`config.mk`:
```
export PLATFORM = sky130hd
export DESIGN_NAME = gas_sensor_frame_codec
export DESIGN_NICKNAME = d
export VERILOG_FILES = /design/src/hw/rtl/gsfc_pkg.sv /design/src/hw/rtl/gsfc_front.sv /design/src/hw/rtl/gsfc_queue.sv /design/src/hw/rtl/gsfc_back.sv /design/src/hw/rtl/gas_sensor_frame_codec.sv
export SDC_FILE = /design/constraint.sdc
export NUM_CORES = 1
export LEC_CHECK = 0
export BUFFER_PORTS_ARGS = -buffer_cell sky130_fd_sc_hd__buf_2
export CAP_MARGIN = 5
export CELL_PAD_IN_SITES_DETAIL_PLACEMENT = 0
export CELL_PAD_IN_SITES_GLOBAL_PLACEMENT = 1
export CORE_UTILIZATION = 40
export DETAILED_ROUTE_END_ITERATION = 10
export PLACE_DENSITY_LB_ADDON = 0.1
export SLEW_MARGIN = 5
export SYNTH_ARGS = -nofsm -noshare
export SYNTH_HDL_FRONTEND = slang
export SYNTH_SLANG_ARGS = --single-unit
export TNS_END_PERCENT = 20
```
`constraint.sdc`:
```
create_clock -name clk -period 13.9 [get_ports clk]
set_clock_uncertainty 0.1 [all_clocks]
set_input_delay 1.39 -clock clk [delete_from_list [all_inputs] [get_ports clk]]
set_output_delay 1.39 -clock clk [all_outputs]
set_load 0.02 [all_outputs]
```
`src/hw/rtl/gsfc_pkg.sv`:
```
// Package for the gas sensor frame codec: codes, reset values and the queue entry type.
// No dependencies; imported by every module of the block.
package gsfc_pkg;

    localparam logic       OP_SEND  = 1'b0;
    localparam logic       OP_RECV  = 1'b1;

    localparam logic       KIND_TX      = 1'b0;
    localparam logic       KIND_READING = 1'b1;

    localparam logic [1:0] STATUS_OK        = 2'd0;
    localparam logic [1:0] STATUS_BAD_START = 2'd1;
    localparam logic [1:0] STATUS_BAD_CMD   = 2'd2;
    localparam logic [1:0] STATUS_BAD_SUM   = 2'd3;

    localparam logic [1:0] CFG_START_BYTE    = 2'd0;
    localparam logic [1:0] CFG_SENSOR_NUMBER = 2'd1;
    localparam logic [1:0] CFG_READ_COMMAND  = 2'd2;

    localparam logic [7:0] START_BYTE_RST    = 8'd255;
    localparam logic [7:0] SENSOR_NUMBER_RST = 8'd1;
    localparam logic [7:0] READ_COMMAND_RST  = 8'd134;

    // Frame byte positions
    localparam logic [3:0] POS_START = 4'd0;
    localparam logic [3:0] POS_ADDR  = 4'd1;
    localparam logic [3:0] POS_CMD   = 4'd2;
    localparam logic [3:0] POS_ARG   = 4'd3;
    localparam logic [3:0] POS_SUM   = 4'd8;

    localparam int QUEUE_DEPTH_DEF = 4;

    typedef struct packed {
        logic       is_reading;
        logic [7:0] start;
        logic [7:0] addr;
        logic [7:0] cmd;
        logic [7:0] arg;
        logic [7:0] csum;
        logic [15:0] reading;
        logic [1:0] status;
    } job_t;

endpackage

```
`src/hw/rtl/gsfc_front.sv`:
```
// Front end of the frame codec: configuration registers, receive framing state and job build.
// Depends on gsfc_pkg.
module gsfc_front
(
    input  logic          clk,
    input  logic          rst_n,
    input  logic          in_valid,
    output logic          in_stall,
    input  logic          op,
    input  logic [7:0]    cmd_code,
    input  logic [7:0]    arg_byte,
    input  logic [7:0]    rx_byte,
    input  logic          cfg_valid,
    output logic          cfg_ready,
    input  logic [1:0]    cfg_index,
    input  logic [7:0]    cfg_data,
    input  logic          q_full,
    output logic          push,
    output gsfc_pkg::job_t push_job
);
    import gsfc_pkg::*;

    logic [7:0]  start_reg, start_next;
    logic [7:0]  sensor_reg, sensor_next;
    logic [7:0]  rdcmd_reg, rdcmd_next;
    logic [3:0]  rx_pos_reg, rx_pos_next;
    logic [7:0]  rx_sum_reg, rx_sum_next;
    logic [15:0] rx_value_reg, rx_value_next;
    logic [1:0]  rx_error_reg, rx_error_next;
    logic        accept;
    logic [7:0]  tx_sum;
    logic [7:0]  expect_sum;
    logic [1:0]  final_status;

    assign cfg_ready = 1'b1;
    assign in_stall  = q_full;
    assign accept    = in_valid && !q_full;

    assign tx_sum       = sensor_reg + cmd_code + arg_byte;
    assign expect_sum   = 8'd0 - rx_sum_reg;
    assign final_status = (rx_error_reg == STATUS_OK && rx_byte != expect_sum)
                          ? STATUS_BAD_SUM : rx_error_reg;

    always_comb
    begin
        start_next  = start_reg;
        sensor_next = sensor_reg;
        rdcmd_next  = rdcmd_reg;
        if (cfg_valid)
        begin
            case (cfg_index)
                CFG_START_BYTE:    start_next  = cfg_data;
                CFG_SENSOR_NUMBER: sensor_next = cfg_data;
                CFG_READ_COMMAND:  rdcmd_next  = cfg_data;
                default:           ;
            endcase
        end
    end

    always_comb
    begin
        rx_pos_next   = rx_pos_reg;
        rx_sum_next   = rx_sum_reg;
        rx_value_next = rx_value_reg;
        rx_error_next = rx_error_reg;
        push          = 1'b0;

        push_job.is_reading = (op == OP_RECV);
        push_job.start      = start_reg;
        push_job.addr       = sensor_reg;
        push_job.cmd        = cmd_code;
        push_job.arg        = arg_byte;
        push_job.csum       = 8'd0 - tx_sum;
        push_job.reading    = (final_status == STATUS_OK) ? rx_value_reg : 16'd0;
        push_job.status     = final_status;

        if (accept)
        begin
            if (op == OP_SEND)
            begin
                push          = 1'b1;
                rx_pos_next   = POS_START;
                rx_sum_next   = 8'd0;
                rx_value_next = 16'd0;
                rx_error_next = STATUS_OK;
            end
            else if (rx_pos_reg == POS_SUM)
            begin
                push          = 1'b1;
                rx_pos_next   = POS_START;
                rx_sum_next   = 8'd0;
                rx_value_next = 16'd0;
                rx_error_next = STATUS_OK;
            end
            else
            begin
                rx_pos_next = rx_pos_reg + 4'd1;
                if (rx_pos_reg == POS_START)
                begin
                    if (rx_byte != start_reg)
                        rx_error_next = STATUS_BAD_START;
                end
                else
                begin
                    rx_sum_next = rx_sum_reg + rx_byte;
                    if (rx_pos_reg == POS_ADDR && rx_byte != rdcmd_reg
                        && rx_error_reg == STATUS_OK)
                        rx_error_next = STATUS_BAD_CMD;
                    if (rx_pos_reg == POS_CMD)
                        rx_value_next = {rx_byte, rx_value_reg[7:0]};
                    else if (rx_pos_reg == POS_ARG)
                        rx_value_next = {rx_value_reg[15:8], rx_byte};
                end
            end
        end
    end

    always_ff @(posedge clk or negedge rst_n)
    begin
        if (!rst_n)
        begin
            start_reg    <= START_BYTE_RST;
            sensor_reg   <= SENSOR_NUMBER_RST;
            rdcmd_reg    <= READ_COMMAND_RST;
            rx_pos_reg   <= POS_START;
            rx_sum_reg   <= 8'd0;
            rx_value_reg <= 16'd0;
            rx_error_reg <= STATUS_OK;
        end
        else
        begin
            start_reg    <= start_next;
            sensor_reg   <= sensor_next;
            rdcmd_reg    <= rdcmd_next;
            rx_pos_reg   <= rx_pos_next;
            rx_sum_reg   <= rx_sum_next;
            rx_value_reg <= rx_value_next;
            rx_error_reg <= rx_error_next;
        end
    end

endmodule

```
`src/hw/rtl/gsfc_queue.sv`:
```
// Short job queue between the front end and the output sequencer.
// Depends on gsfc_pkg; DEPTH must be a power of two, at least 2.
module gsfc_queue
#(
    parameter int DEPTH = gsfc_pkg::QUEUE_DEPTH_DEF
)
(
    input  logic           clk,
    input  logic           rst_n,
    input  logic           push,
    input  gsfc_pkg::job_t push_job,
    output logic           full,
    input  logic           pop,
    output gsfc_pkg::job_t head_job,
    output logic           empty
);
    import gsfc_pkg::*;

    localparam int AW = $clog2(DEPTH);

    job_t        slot_reg [DEPTH];
    logic [AW:0] wr_ptr_reg, wr_ptr_next;
    logic [AW:0] rd_ptr_reg, rd_ptr_next;

    assign empty = (wr_ptr_reg == rd_ptr_reg);
    assign full  = (wr_ptr_reg[AW] != rd_ptr_reg[AW])
                   && (wr_ptr_reg[AW-1:0] == rd_ptr_reg[AW-1:0]);
    assign head_job = slot_reg[rd_ptr_reg[AW-1:0]];

    assign wr_ptr_next = wr_ptr_reg + {{AW{1'b0}}, (push && !full)};
    assign rd_ptr_next = rd_ptr_reg + {{AW{1'b0}}, (pop && !empty)};

    always_ff @(posedge clk)
    begin
        if (push && !full)
            slot_reg[wr_ptr_reg[AW-1:0]] <= push_job;
    end

    always_ff @(posedge clk or negedge rst_n)
    begin
        if (!rst_n)
        begin
            wr_ptr_reg <= '0;
            rd_ptr_reg <= '0;
        end
        else
        begin
            wr_ptr_reg <= wr_ptr_next;
            rd_ptr_reg <= rd_ptr_next;
        end
    end

endmodule

```
`src/hw/rtl/gsfc_back.sv`:
```
// Output sequencer: expands queued jobs into transmit bytes or a reading result.
// Depends on gsfc_pkg.
module gsfc_back
(
    input  logic           clk,
    input  logic           rst_n,
    input  gsfc_pkg::job_t head_job,
    input  logic           empty,
    output logic           pop,
    output logic           out_valid,
    input  logic           out_stall,
    output logic           kind,
    output logic [7:0]     tx_byte,
    output logic           last,
    output logic [15:0]    reading,
    output logic [1:0]     status
);
    import gsfc_pkg::*;

    logic        out_valid_reg, out_valid_next;
    logic        kind_reg, kind_next;
    logic [7:0]  tx_reg, tx_next;
    logic        last_reg, last_next;
    logic [15:0] reading_reg, reading_next;
    logic [1:0]  status_reg, status_next;
    logic [3:0]  byte_idx_reg, byte_idx_next;
    logic        advance;
    logic [7:0]  frame_byte;

    assign advance = !out_valid_reg || !out_stall;

    always_comb
    begin
        case (byte_idx_reg)
            POS_START: frame_byte = head_job.start;
            POS_ADDR:  frame_byte = head_job.addr;
            POS_CMD:   frame_byte = head_job.cmd;
            POS_ARG:   frame_byte = head_job.arg;
            POS_SUM:   frame_byte = head_job.csum;
            default:   frame_byte = 8'd0;
        endcase
    end

    always_comb
    begin
        out_valid_next = out_valid_reg;
        kind_next      = kind_reg;
        tx_next        = tx_reg;
        last_next      = last_reg;
        reading_next   = reading_reg;
        status_next    = status_reg;
        byte_idx_next  = byte_idx_reg;
        pop            = 1'b0;
        if (advance)
        begin
            out_valid_next = !empty;
            if (!empty)
            begin
                if (head_job.is_reading)
                begin
                    kind_next    = KIND_READING;
                    tx_next      = 8'd0;
                    last_next    = 1'b1;
                    reading_next = head_job.reading;
                    status_next  = head_job.status;
                    pop          = 1'b1;
                end
                else
                begin
                    kind_next    = KIND_TX;
                    tx_next      = frame_byte;
                    last_next    = (byte_idx_reg == POS_SUM);
                    reading_next = 16'd0;
                    status_next  = STATUS_OK;
                    if (byte_idx_reg == POS_SUM)
                    begin
                        pop           = 1'b1;
                        byte_idx_next = POS_START;
                    end
                    else
                        byte_idx_next = byte_idx_reg + 4'd1;
                end
            end
        end
    end

    always_ff @(posedge clk or negedge rst_n)
    begin
        if (!rst_n)
        begin
            out_valid_reg <= 1'b0;
            byte_idx_reg  <= POS_START;
        end
        else
        begin
            out_valid_reg <= out_valid_next;
            byte_idx_reg  <= byte_idx_next;
        end
    end

    always_ff @(posedge clk)
    begin
        kind_reg    <= kind_next;
        tx_reg      <= tx_next;
        last_reg    <= last_next;
        reading_reg <= reading_next;
        status_reg  <= status_next;
    end

    assign out_valid = out_valid_reg;
    assign kind      = kind_reg;
    assign tx_byte   = tx_reg;
    assign last      = last_reg;
    assign reading   = reading_reg;
    assign status    = status_reg;

endmodule

```
`src/hw/rtl/gas_sensor_frame_codec.sv`:
```
// Top level of the gas sensor 9-byte frame codec.
// Depends on gsfc_pkg, gsfc_front, gsfc_queue and gsfc_back.
//
// Input channel (in_valid/in_stall): op 0 sends a command frame, op 1 hands in one
// received response byte. Output channel (out_valid/out_stall): a send gives nine
// transmit bytes (kind 0, last on the checksum); the ninth received byte gives one
// reading result (kind 1) with its status. Other received bytes give nothing.
// Config channel (cfg_valid/cfg_ready, always ready): index 0 start byte,
// 1 sensor number, 2 expected read command; index 3 is ignored. Write only when idle.
// An accepted input is first written into the job queue and only then loaded into the
// output register that drives out_valid and the output fields.
// Throughput: one input per cycle while the job queue has room; the output register
// delivers one result per cycle while out_stall is low, so a send holds the output for
// all nine transmit bytes and the queue (QUEUE_DEPTH jobs) fills behind it. Received
// bytes that produce no result never wait on the output side unless the queue is full.
// Reset: registers return to 0xFF / 0x01 / 0x86, receiver restarts at byte 0, the
// queue empties. A stalled output holds its transaction; the front keeps accepting
// until the queue is full, then raises in_stall.
module gas_sensor_frame_codec
#(
    parameter int QUEUE_DEPTH = gsfc_pkg::QUEUE_DEPTH_DEF
)
(
    input  logic        clk,
    input  logic        rst_n,
    input  logic        in_valid,
    output logic        in_stall,
    input  logic        op,
    input  logic [7:0]  cmd_code,
    input  logic [7:0]  arg_byte,
    input  logic [7:0]  rx_byte,
    output logic        out_valid,
    input  logic        out_stall,
    output logic        kind,
    output logic [7:0]  tx_byte,
    output logic        last,
    output logic [15:0] reading,
    output logic [1:0]  status,
    input  logic        cfg_valid,
    output logic        cfg_ready,
    input  logic [1:0]  cfg_index,
    input  logic [7:0]  cfg_data
);
    import gsfc_pkg::*;

    logic q_full;
    logic q_empty;
    logic push;
    logic pop;
    job_t push_job;
    job_t head_job;

    gsfc_front u_front
    (
        .clk       (clk),
        .rst_n     (rst_n),
        .in_valid  (in_valid),
        .in_stall  (in_stall),
        .op        (op),
        .cmd_code  (cmd_code),
        .arg_byte  (arg_byte),
        .rx_byte   (rx_byte),
        .cfg_valid (cfg_valid),
        .cfg_ready (cfg_ready),
        .cfg_index (cfg_index),
        .cfg_data  (cfg_data),
        .q_full    (q_full),
        .push      (push),
        .push_job  (push_job)
    );

    gsfc_queue #(.DEPTH(QUEUE_DEPTH)) u_queue
    (
        .clk      (clk),
        .rst_n    (rst_n),
        .push     (push),
        .push_job (push_job),
        .full     (q_full),
        .pop      (pop),
        .head_job (head_job),
        .empty    (q_empty)
    );

    gsfc_back u_back
    (
        .clk       (clk),
        .rst_n     (rst_n),
        .head_job  (head_job),
        .empty     (q_empty),
        .pop       (pop),
        .out_valid (out_valid),
        .out_stall (out_stall),
        .kind      (kind),
        .tx_byte   (tx_byte),
        .last      (last),
        .reading   (reading),
        .status    (status)
    );

endmodule
```
==> reports/metrics.sh, run 1 <==
RUN_STATUS='finished, final reports clean'
NUMBER_OF_ENABLE_TYPE_REGISTER_CELLS_IN_THE_SYNTHESIZED_NETLIST=264
CTS_MAX_PATH_BUFFERS=3
FINAL_CORE_UTILIZATION_PCT=46.4
ARRIVAL_NS=2.22
SUM_OF_NEGATIVE_SETUP_SLACK_NS=0
ASYNCSETRESETFLOPFRACSYNTH_PCT=19.8
SYNTHESIZED_NETS=878
GRT_PASS1_VIAS=7808
SYNTH_SEQ_AREA_SHARE_PCT=68.5
PORTBUFS=69
TIMING.CRITICAL_PATH.TO_TYPE='output pin'
CLOCK_TREE_FROM_TRITONCTS='yes'
GRT_ANTENNA_BEFORE_REPAIR=0
P_LEAK_nW=5.80
MAX_CAP_VIOLATIONS=0
CLOCK_TREE.HTREE_LEVEL_COUNT=2
DIE_H_UM=189
STD_CELL_ROWS=68
TOTAL_SETUP_BUFFERS_INSERTED_AFTER_CTS=0
SYNTH.CELL_AREA_UM2=14000
REPORT.FINAL.SLEW_VIOL_COUNT=0
HOLD_WS_NS=0.390
SYNTH_CELL_TYPES=62
CRITICAL_PATH_CLASS='reg2out'
ROUTED_WL_MM=30.4
VIAS_PER_CELL=5.32
DIE_WIDTH_UM=189
DRIVE_ABOVE_1_SHARE_PCT=27.6
NETLIST.TOP_CELL.BY_AREA='sky130_fd_sc_hd__edfxtp_1'
GRT_PASS1_WL_MM=47.1
MULTI_INPUT_COMB_AREA_UM2=4120
HOLD_VIOLATIONS=0
CTS_INSERTED_BUFFERS=37
NUMBER_OF_NETS_IN_THE_LAYOUT=959
SYNTHESIS.INSTANCES=796
RSZ0062_AT_GRT='false'
GRT_REMAINING_OVERFLOW=0
FLOORPLAN.INITIALDENSITY_PCT=40.5
YOSYS-TOP-CELLS-AREA='sky130_fd_sc_hd__edfxtp_1, sky130_fd_sc_hd__dfrtp_1, sky130_fd_sc_hd__mux4_2'
CTS-RESIZED-GATES=0
SYNTH_WARNINGS=0
ROOT_BUFFER='sky130_fd_sc_hd__clkbuf_16'
COMMONEST_CELLS_POST_SYNTH='sky130_fd_sc_hd__edfxtp_1, sky130_fd_sc_hd__mux4_2, sky130_fd_sc_hd__dfrtp_1'
FINAL_ANTENNA_VIOLATING_NET_COUNT=0
USE_MET2_PCT=27.4
TIMING.FINAL.CRIT_SHARE_PCT=26.7
GP_ROUTABILITY_CONGESTION=0.780
TIMING.CRITICAL_PATH.MAX_DELAY_FAMILY='buffers and inverters'
DPL.HPWL_MM=18.6
SETUP.WORST_PATH.START_CLASS='flip-flop'
VIA_COUNT=7235
CRIT_REQUIRED_NS=12.41
MOST_REPEATED_CELL_IN_THE_GATE_LEVEL_NETLIST_AFTER_SYNTHESIS='sky130_fd_sc_hd__edfxtp_1'
BUSIEST_LAYER='met2'
WORSTPATHMAXFANOUT=62
YS.FLOP_TYPE='sky130_fd_sc_hd__edfxtp_1'
GR_USAGE_TOTAL_PCT=17.7
DIE_AREA_UM2=35700
POSTSYNTHREGISTERBITS=329
POST_DRT_WL_PER_CELL_UM=22.3
CRIT_CHAIN='buf_4 > xnor2_1 > nand2_1 > nor2_1 > buf_2'
WORST-PATH-BUF-INV=2
CTS_SINKS=329
CLK_LATENCY_NS=0.51
PERIOD_NEEDED_NS=3.71
IRDROPWORSTVDD_V=0.000162
QUANTITY_OF_HOLD_FIXING_BUFFERS_ADDED_AFTER_CTS=0
CP_SLOWEST_CELL='sky130_fd_sc_hd__buf_4'
SLEW_MARGIN_REL_PCT=28.2
FMAXACHIEVABLE_MHz=270
HOLD_PATH_CLASS='reg2reg'
WORST_PATH_LARGEST_CELL_DELAY_NS=0.76
FLOW.AREA_GROWTH_FROM_SYNTHESIS_PCT=14.6
DRCVIOLATIONCOUNT=0
GRTUSAGEMET1_PCT=26.0
TOTAL_SETUP_VIOLATIONS_REPORTED_AT_THE_END_OF_THE_FLOW=0
GLOBALROUTEMET3UTIL_PCT=2.76
P_PER_AREA_nW_PER_UM2=213
DETAILEDROUTE.FIRSTITERATIONVIOLATIONS=535
FILLERS=2979
LARGEST_REGISTER_FF_COUNT=236
AVGSYNTHCELLAREA_UM2=17.5
FINAL-SEQ-AREA_UM2=9570
GRT_START_MAX_NET_PINS=66
IOS=71
PLACEABLECOREAREA_UM2=34500
TIGHTEST_SLEW_NS=1.08
WORST_SETUP_HOLD_PATH_CLK_SLEW_NS=0.06
LENGTH_OF_THE_FIRST_DETAILED_ROUTING_PASS_IN_ITERATIONS=5
SHARE_OF_YOSYS_CELL_AREA_CLAIMED_BY_THE_TOP_AREA_CELL_TYPE_PCT=56.8
layout make-up:
cell class                 count  share of cell area (%)
inverter                      33                   0.774
multi-input combinational    399                    25.8
antenna                        1                  0.0156
clock buffer                  49                    6.58
timing repair buffer          77                    2.53
clock inverter                18                   0.954
sequential                   329                    59.8
tap                          455                    3.56
stage by stage:
step	cell area, um^2	setup WS (ns)	power [mW]	instances
final	16000	10.19	3.41	1361
after global placement	14800	9.85	2.47	1293
after global routing	16000	9.98	3.60	1360
after detailed placement	14800	9.79	2.50	1293
after CTS	16000	10.08	3.46	1360
after floorplan	14000	7.01	2.18	796
power by group:
group	switching [mW]	internal, mW
registers	0.125	1.33
logic	0.594	0.415
clock network	0.376	0.570
worst paths after layout:
path	from	endpoint	slack (ns)	depth (start not counted)
min in group asynchronous	rst_n	u_front.rx_value_reg[11]$_DFFE_PN0P_	0.97	2
min reg2reg	u_front.rx_value_reg[3]$_DFFE_PN0P_	u_front.rx_value_reg[3]$_DFFE_PN0P_	0.39	1
max in group asynchronous	rst_n	u_queue.rd_ptr_reg[0]$_DFF_PN0_	12.08	2
min	u_front.rx_value_reg[3]$_DFFE_PN0P_	u_front.rx_value_reg[3]$_DFFE_PN0P_	0.39	1
max	u_queue.rd_ptr_reg[1]$_DFF_PN0_	in_stall	10.19	5
max reg2reg	u_queue.rd_ptr_reg[0]$_DFF_PN0_	u_queue.slot_reg[2][35]$_DFFE_PP_	10.44	6
placed cells by master (no fill, tap or decap), types with 23 or more instances in the layout:
cell type | netlist | routed
sky130_fd_sc_hd__ha_1 | 34 | 34
sky130_fd_sc_hd__dfrtp_1 | 53 | 51
sky130_fd_sc_hd__buf_2 | 12 | 69
sky130_fd_sc_hd__inv_1 | 33 | 33
sky130_fd_sc_hd__a22o_1 | 23 | 23
sky130_fd_sc_hd__edfxtp_1 | 264 | 264
sky130_fd_sc_hd__xnor2_1 | 27 | 27
sky130_fd_sc_hd__mux4_2 | 58 | 58
sky130_fd_sc_hd__clkbuf_16 | 0 | 38
sky130_fd_sc_hd__mux2_2 | 27 | 27
metal layers:
layer  share of wire, %  up-vias
li1                   -     3286
met2                 46      183
met4                1.7        0
met5                  0        -
met3                4.5       39
met1                 48     3727
logic make-up (layout without fill, tap and decap cells):
| family | after synthesis | count (layout) | synth area share [%] |
|---|---|---|---|
| AO/OA/AOI/OAI | 98 | 98 | 5.17 |
| XOR/XNOR | 48 | 48 | 3.01 |
| adder cells (fa/ha/maj) | 42 | 42 | 4.19 |
| buffers and inverters | 68 | 177 | 2.12 |
| flip-flops | 329 | 329 | 68.5 |
| multiplexers | 89 | 89 | 11.8 |
| other | 1 | 2 | 0.0269 |
| AND/OR/NAND/NOR | 121 | 121 | 5.13 |
Note: power is estimated with default switching activity, not from simulation.
==> inputs of run 2 (changes only) <==
==> constraint.sdc (replaced) <==
create_clock -name clk -period 3.1 [get_ports clk]
set_clock_uncertainty 0.1 [all_clocks]
set_input_delay 0.31 -clock clk [delete_from_list [all_inputs] [get_ports clk]]
set_output_delay 0.31 -clock clk [all_outputs]
set_load 0.02 [all_outputs]
==> run 2 against run 1 <==
Against the previous run: global-route usage is 0.53 points lower; largest power group unchanged; count of clock-buffer cells in the layout increased by 1; power grew to 4.5 times the previous value; flip-flop and latch count unchanged; wire length shrank 3.2%; sequential power grew to 4.4 times the previous value; clock power grew to 4.5 times the previous value; combinational power grew to 4.7 times the previous value; worst hold slack lost 0.37 ns.
==> reports/metrics.sh, run 2 (synthesis gave the netlist of run 1 again) <==
RUN_STATUS='finished, final reports clean'
SLEW_MARGIN_REL_PCT=51.5
P_PER_AREA_nW_PER_UM2=939
SETUP_WS_NS=0.251
HOLD_PATH_CLASS='in2reg'
CP_SLOWEST_CELL='sky130_fd_sc_hd__dlygate4sd3_1'
WORSTPATHMAXFANOUT=5
WORST_PATH_LARGEST_CELL_DELAY_NS=0.54
WORST_SETUP_HOLD_PATH_CLK_SLEW_NS=0.06
TIMING.FINAL.CRIT_SHARE_PCT=91.9
LENGTH_OF_THE_FIRST_DETAILED_ROUTING_PASS_IN_ITERATIONS=5
ARRIVAL_NS=3.00
GR_USAGE_TOTAL_PCT=17.2
P_LEAK_nW=5.96
FLOORPLAN.INITIALDENSITY_PCT=40.5
CRIT_REQUIRED_NS=3.25
ANTENNA-DIODE-COUNT=0
FINAL_ANTENNA_VIOLATING_NET_COUNT=0
PRECTSSETUPSLACK_NS=0.0100
DPL.CELL_COUNT=1301
CTS_SINKS=329
VIAS_PER_CELL=5.29
CRITICAL-PATH-TOP-CELL-BY-COUNT='sky130_fd_sc_hd__ha_1'
GRT_PASS1_WL_MM=45.9
ROOT_BUFFER='sky130_fd_sc_hd__clkbuf_16'
LARGEST_REGISTER_FF_COUNT=236
SETUP.WORST_PATH.START_CLASS='input port'
DIE_H_UM=189
DIE_AREA_UM2=35700
MOSTFREQUENTLAYOUTCELL='sky130_fd_sc_hd__edfxtp_1'
CRIT_CHAIN='dlygate4sd3_1 > buf_2 > ha_1 > inv_1 > fa_1 > ha_1 > fa_2 > a21oi_2 > nor2_1 > nor2_2 > o21ai_0 > xnor2_1'
R2R_SETUP_SLACK_NS=0.31
WORST-PATH-BUF-INV=3
IOS=71
DRIVE_ABOVE_1_SHARE_PCT=28.4
GRT_START_MAX_NET_PINS=61
HOLD_WS_NS=0.0186
POST_LAYOUT_NONFILLER_INSTANCES=1389
STD_CELL_ROWS=68
TIGHTEST_SLEW_NS=0.724
DIE_WIDTH_UM=189
GRT_REMAINING_OVERFLOW=0
GRT_ANTENNA_BEFORE_REPAIR=0
IRDROPWORSTVDD_V=0.000698
DRCVIOLATIONCOUNT=0
PLACEABLECOREAREA_UM2=34500
CLOCK_TREE_FROM_TRITONCTS='yes'
SUM_OF_NEGATIVE_SETUP_SLACK_NS=0
TOTAL_SETUP_BUFFERS_INSERTED_AFTER_CTS=0
DETAILEDROUTE.FIRSTITERATIONVIOLATIONS=426
DPL.HPWL_MM=18.1
TIMING.CRITICAL_PATH.MAX_DELAY_FAMILY='adder cells'
LAYOUT.CELLS.MOST_COMMON_LIST='sky130_fd_sc_hd__edfxtp_1, sky130_fd_sc_hd__buf_2, sky130_fd_sc_hd__mux4_2'
PERIOD_NEEDED_NS=2.85
FLOW.AREA_GROWTH_FROM_SYNTHESIS_PCT=17.5
CLOCK_TREE.HTREE_LEVEL_COUNT=2
FMAXACHIEVABLE_MHz=351
RSZ0062_AT_GRT='false'
CLK_LATENCY_NS=0.52
CTS_MAX_PATH_BUFFERS=3
FINAL_CORE_UTILIZATION_PCT=47.6
TIMING.CRITICAL_PATH.TO_TYPE='flip-flop'
POST_DRT_WL_PER_CELL_UM=21.2
HOLD_VIOLATIONS=0
GP_ROUTABILITY_CONGESTION=0.749
CRITICAL_PATH_CLASS='in2reg'
CTS_INSERTED_BUFFERS=36
ROUTED_WL_MM=29.4
REPORT.FINAL.SLEW_VIOL_COUNT=0
MAX_CAP_VIOLATIONS=0
PORTBUFS=69
TOTAL_SETUP_VIOLATIONS_REPORTED_AT_THE_END_OF_THE_FLOW=0
NUMBER_OF_NETS_IN_THE_LAYOUT=989
GRT_PASS1_VIAS=7850
VIA_COUNT=7341
run 2: changes by cell type in the layout (fill, tap and decap cells not counted), moves of 3 or more:
cell / before / now
sky130_fd_sc_hd__dlygate4sd3_1: 0 / 23
sky130_fd_sc_hd__clkbuf_1: 5 / 8
sky130_fd_sc_hd__clkinv_1: 6 / 3
sky130_fd_sc_hd__buf_12: 0 / 6
run 2: cell type report:
| class | count | area (um^2) |
|---|---|---|
| fillers | 2930 | 18100 |
| flip-flops and latches | 329 | 9580 |
| multi-input cells | 399 | 4180 |
| clock buffers | 50 | 1020 |
| repair buffers | 108 | 771 |
| well taps | 455 | 569 |
| clock inverters | 15 | 160 |
| inverters | 33 | 124 |
run 2: worst reg2reg max path, delay by kind of cell (launching register included):
| kind | cells | cell delay (ns) |
|---|---|---|
| fa+ha+maj | 3 | 1.04 |
| xor+xnor | 1 | 0.20 |
| buf+inv | 1 | 0.09 |
| compound gates | 4 | 0.71 |
| flops | 1 | 0.43 |
run 2: what timing repair did:
| action | in CTS | in global routing |
|---|---|---|
| setup endpoints to repair | 0 | 4 |
| hold endpoints to repair | 93 | 1 |
| hold buffers | 22 | 1 |
| resized for setup | 0 | 3 |
run 2: metrics by stage:
stage,power (mW),instance area (um^2)
5_1_grt,16.3,16400
2_1_floorplan,9.88,14100
3_3_place_gp,11.2,15000
6_report,15.4,16400
4_1_cts,15.7,16400
3_5_place_dp,11.3,15000
run 2: path summary, 6_finish.rpt:
kind | startpoint | end | depth (start not counted)
worst min register to register | u_front.rx_value_reg[10]$_DFFE_PN0P_ | u_front.rx_value_reg[10]$_DFFE_PN0P_ | 1
min in group asynchronous | rst_n | u_front.rx_value_reg[14]$_DFFE_PN0P_ | 2
max in group asynchronous | rst_n | u_front.start_reg[4]$_DFFE_PN1P_ | 3
worst max-delay path | cmd_code[0] | u_queue.slot_reg[1][25]$_DFFE_PP_ | 12
worst min-delay path | cfg_data[7] | u_front.rdcmd_reg[7]$_DFFE_PN1P_ | 2
worst max register to register | u_front.sensor_reg[2]$_DFFE_PN0P_ | u_queue.slot_reg[2][24]$_DFFE_PP_ | 9
run 2: where the power goes:
group | leakage (nW) | switching (mW) | internal (mW)
sequential | 3.24 | 0.474 | 5.96
combinational | 2.14 | 2.72 | 2.02
clock | 0.581 | 1.67 | 2.57
total | 5.96 | 4.87 | 10.5
run 2: routing by layer:
| layer | global-route usage [%] | part of all wire [%] |
|---|---|---|
| met2 | 27.9 | 48 |
| met1 | 23.8 | 47 |
| met5 | 0 | 0 |
| met3 | 2.94 | 3.7 |
| met4 | 4.65 | 1.8 |
==> inputs of run 3 (changes only) <==
--- a/config.mk
+++ b/config.mk
@@ -9,7 +9,7 @@
 export CAP_MARGIN = 5
 export CELL_PAD_IN_SITES_DETAIL_PLACEMENT = 0
 export CELL_PAD_IN_SITES_GLOBAL_PLACEMENT = 1
-export CORE_UTILIZATION = 40
+export CORE_UTILIZATION = 48
 export DETAILED_ROUTE_END_ITERATION = 10
 export PLACE_DENSITY_LB_ADDON = 0.1
 export SLEW_MARGIN = 5
==> run 3 against run 2 <==
Against the previous run: the flow now finishes with violations (design-rule violations); clock power shrank 6.8%; global-route usage grew 3.6 points; non-clock buffer count grew 2; worst hold slack lost 0.0015 ns; critical endpoint unchanged.
==> reports/metrics.sh, run 3 (synthesis gave the netlist of run 1 again) <==
LENGTH_OF_THE_FIRST_DETAILED_ROUTING_PASS_IN_ITERATIONS=10
TIMING.CRITICAL_PATH.MAX_DELAY_FAMILY='adder cells'
PERIOD_NEEDED_NS=2.97
CLOCK_TREE.HTREE_LEVEL_COUNT=2
RSZ0062_AT_GRT='false'
FINAL-SEQ-AREA_UM2=9580
GRT_START_MAX_NET_PINS=63
FMAXACHIEVABLE_MHz=337
POST_DP_CELL_AREA_UM2=15000
GRT_REMAINING_OVERFLOW=0
WORSTREGTOREGCELLS=10
CLK_LATENCY_NS=0.50
TIMING.FINAL.CRIT_SHARE_PCT=95.7
TIMING.CRITICAL_PATH.TO_TYPE='flip-flop'
REPORT.FINAL.SLEW_VIOL_COUNT=0
CRITICAL-PATH-TOP-CELL-BY-COUNT='sky130_fd_sc_hd__fa_1'
DRCVIOLATIONCOUNT=2
GP_ROUTABILITY_CONGESTION=0.779
WORST_HOLD_STARTPOINT='arg_byte[6]'
IRDROPWORSTVDD_V=0.000680
CRIT_REQUIRED_NS=3.26
POST_DRT_WL_PER_CELL_UM=22.4
GR_USAGE_TOTAL_PCT=20.7
CTS_MAX_PATH_BUFFERS=3
P_LEAK_nW=5.93
WORSTPATHMAXFANOUT=5
DIE_H_UM=173
SLEW_MARGIN_REL_PCT=41.1
WORST_SETUP_HOLD_PATH_CLK_SLEW_NS=0.06
CRIT_CELLS=13
DIE_WIDTH_UM=173
CRIT_CHAIN='dlygate4sd3_1 > buf_2 > ha_1 > inv_1 > fa_1 > ha_2 > fa_1 > a21oi_1 > nor2_1 > nor2_2 > o21ai_0 > xnor2_1 > buf_4'
HOLD_VIOLATIONS=0
CP_SLOWEST_CELL='sky130_fd_sc_hd__dlygate4sd3_1'
WORST_PATH_LARGEST_CELL_DELAY_NS=0.54
MOSTFREQUENTLAYOUTCELL='sky130_fd_sc_hd__edfxtp_1'
ROUTED_WL_MM=29.6
VIOLATIONS_IN_THE_FINAL_REPORTS='design-rule violations'
FINAL_CORE_UTILIZATION_PCT=56.8
FINAL_ANTENNA_VIOLATING_NET_COUNT=0
SUM_OF_NEGATIVE_SETUP_SLACK_NS=0
CRITICAL_PATH.REG2REG.ENDPOINT='u_queue.slot_reg[1][25]$_DFFE_PP_'
CLOCK_TREE_FROM_TRITONCTS='yes'
VIAS_PER_CELL=5.65
MAX_CAP_VIOLATIONS=0
RUN_STATUS='complete, but fails checks'
CTS_SINKS=329
DIE_AREA_UM2=29800
DRIVE_ABOVE_1_SHARE_PCT=28.2
DETAILEDROUTE.FIRSTITERATIONVIOLATIONS=490
CTS_INSERTED_BUFFERS=35
TIGHTEST_SLEW_NS=0.884
FLOW.AREA_GROWTH_FROM_SYNTHESIS_PCT=16.4
STARTPOINT='cmd_code[0]'
GRT_PASS1_WL_MM=46.8
IOS=71
LAUNCH_INSTANCE_OF_THE_WORST_REGISTER_TO_REGISTER_PATH='u_front.sensor_reg[1]$_DFFE_PN0P_'
FINAL_CELL_AREA_UM2=16300
ANTENNA-DIODE-COUNT=0
LARGEST_REGISTER_FF_COUNT=236
FLOORPLAN.INITIALDENSITY_PCT=48.8
WORST-PATH-BUF-INV=4
FILLERS=2184
ARRIVAL_NS=3.13
R2R_SETUP_SLACK_NS=0.32
NUMBER_OF_NETS_IN_THE_LAYOUT=990
HOLD_PATH_DEPTH=1
GRT_PASS1_VIAS=7969
LAYOUT.CELLS.MOST_COMMON_LIST='sky130_fd_sc_hd__edfxtp_1, sky130_fd_sc_hd__buf_2, sky130_fd_sc_hd__mux4_2'
P_PER_AREA_nW_PER_UM2=937
PLACEABLECOREAREA_UM2=28600
SETUP.WORST_PATH.START_CLASS='input port'
SETUP.WORST_PATH.END='u_queue.slot_reg[1][25]$_DFFE_PP_'
MULTI_INPUT_COMB_AREA_UM2=4180
CRITICAL_PATH_CLASS='in2reg'
STD_CELL_ROWS=62
ROOT_BUFFER='sky130_fd_sc_hd__clkbuf_16'
GRT_ANTENNA_BEFORE_REPAIR=0
DPL.HPWL_MM=18.4
VIA_COUNT=7440
PORTBUFS=69
TOTAL_SETUP_VIOLATIONS_REPORTED_AT_THE_END_OF_THE_FLOW=0
HOLD_PATH_CLASS='in2reg'
run 3: cell types whose count changed in the layout (fill, tap and decap cells not counted), sizes merged:
cell / delta
inv: -1
clkbuf: -1
dlygate4sd3: -3
bufinv: -1
buf: +5
run 3: stage by stage:
| stage | setup WS, ns | std cells | hold WS [ns] | power (mW) |
|---|---|---|---|---|
| after floorplan | -0.224 | 796 | -0.0856 | 9.88 |
| after global placement | 0.130 | 1234 | 0.365 | 11.2 |
| after detailed placement | -0.00950 | 1234 | 0.377 | 11.4 |
| after CTS | 0.0284 | 1316 | 0.00147 | 15.4 |
| after global routing | 0.00675 | 1317 | 0.00761 | 16.0 |
| final | 0.133 | 1317 | 0.0171 | 15.2 |
run 3: worst min path at each step:
stage	to
2_1_floorplan	u_back.byte_idx_reg[0]$_DFFE_PN0P_
3_3_place_gp	u_front.rx_value_reg[11]$_DFFE_PN0P_
3_5_place_dp	u_front.rx_value_reg[11]$_DFFE_PN0P_
4_1_cts	u_front.rdcmd_reg[3]$_DFFE_PN0P_
5_1_grt	u_front.rdcmd_reg[3]$_DFFE_PN0P_
6_report	u_queue.slot_reg[1][32]$_DFFE_PP_
run 3: metal layers:
metal / track usage [%] / wire length (um) / vias to the layer above / part of all wire [%]
li1: - / - / 3355 / -
met1: 30.4 / 13600 / 3856 / 46
met2: 32.6 / 13900 / 191 / 47
met3: 3.30 / 1540 / 38 / 5.2
met4: 5.17 / 561 / 0 / 1.9
met5: 0 / 0 / - / 0
run 3: final cells by class:
cell class	instances	area share (%)
flip-flops and latches	329	58.9
clock buffers	49	5.96
well taps	384	2.95
inverters	33	0.762
multi-input cells	399	25.7
repair buffers	110	5.02
clock inverters	13	0.716
run 3: what timing repair did:
| item | 4_1_cts | 5_1_grt |
|---|---|---|
| setup buffers | 0 | 1 |
| gates resized for setup | 0 | 2 |
| hold buffers | 20 | 0 |
| hold endpoints to repair | 88 | 0 |
| endpoints found under the setup margin | 0 | 4 |
run 3: power breakdown:
group | switching (mW) | internal, mW
sequential | 0.474 | 5.96
clock | 1.60 | 2.34
combinational | 2.80 | 2.06
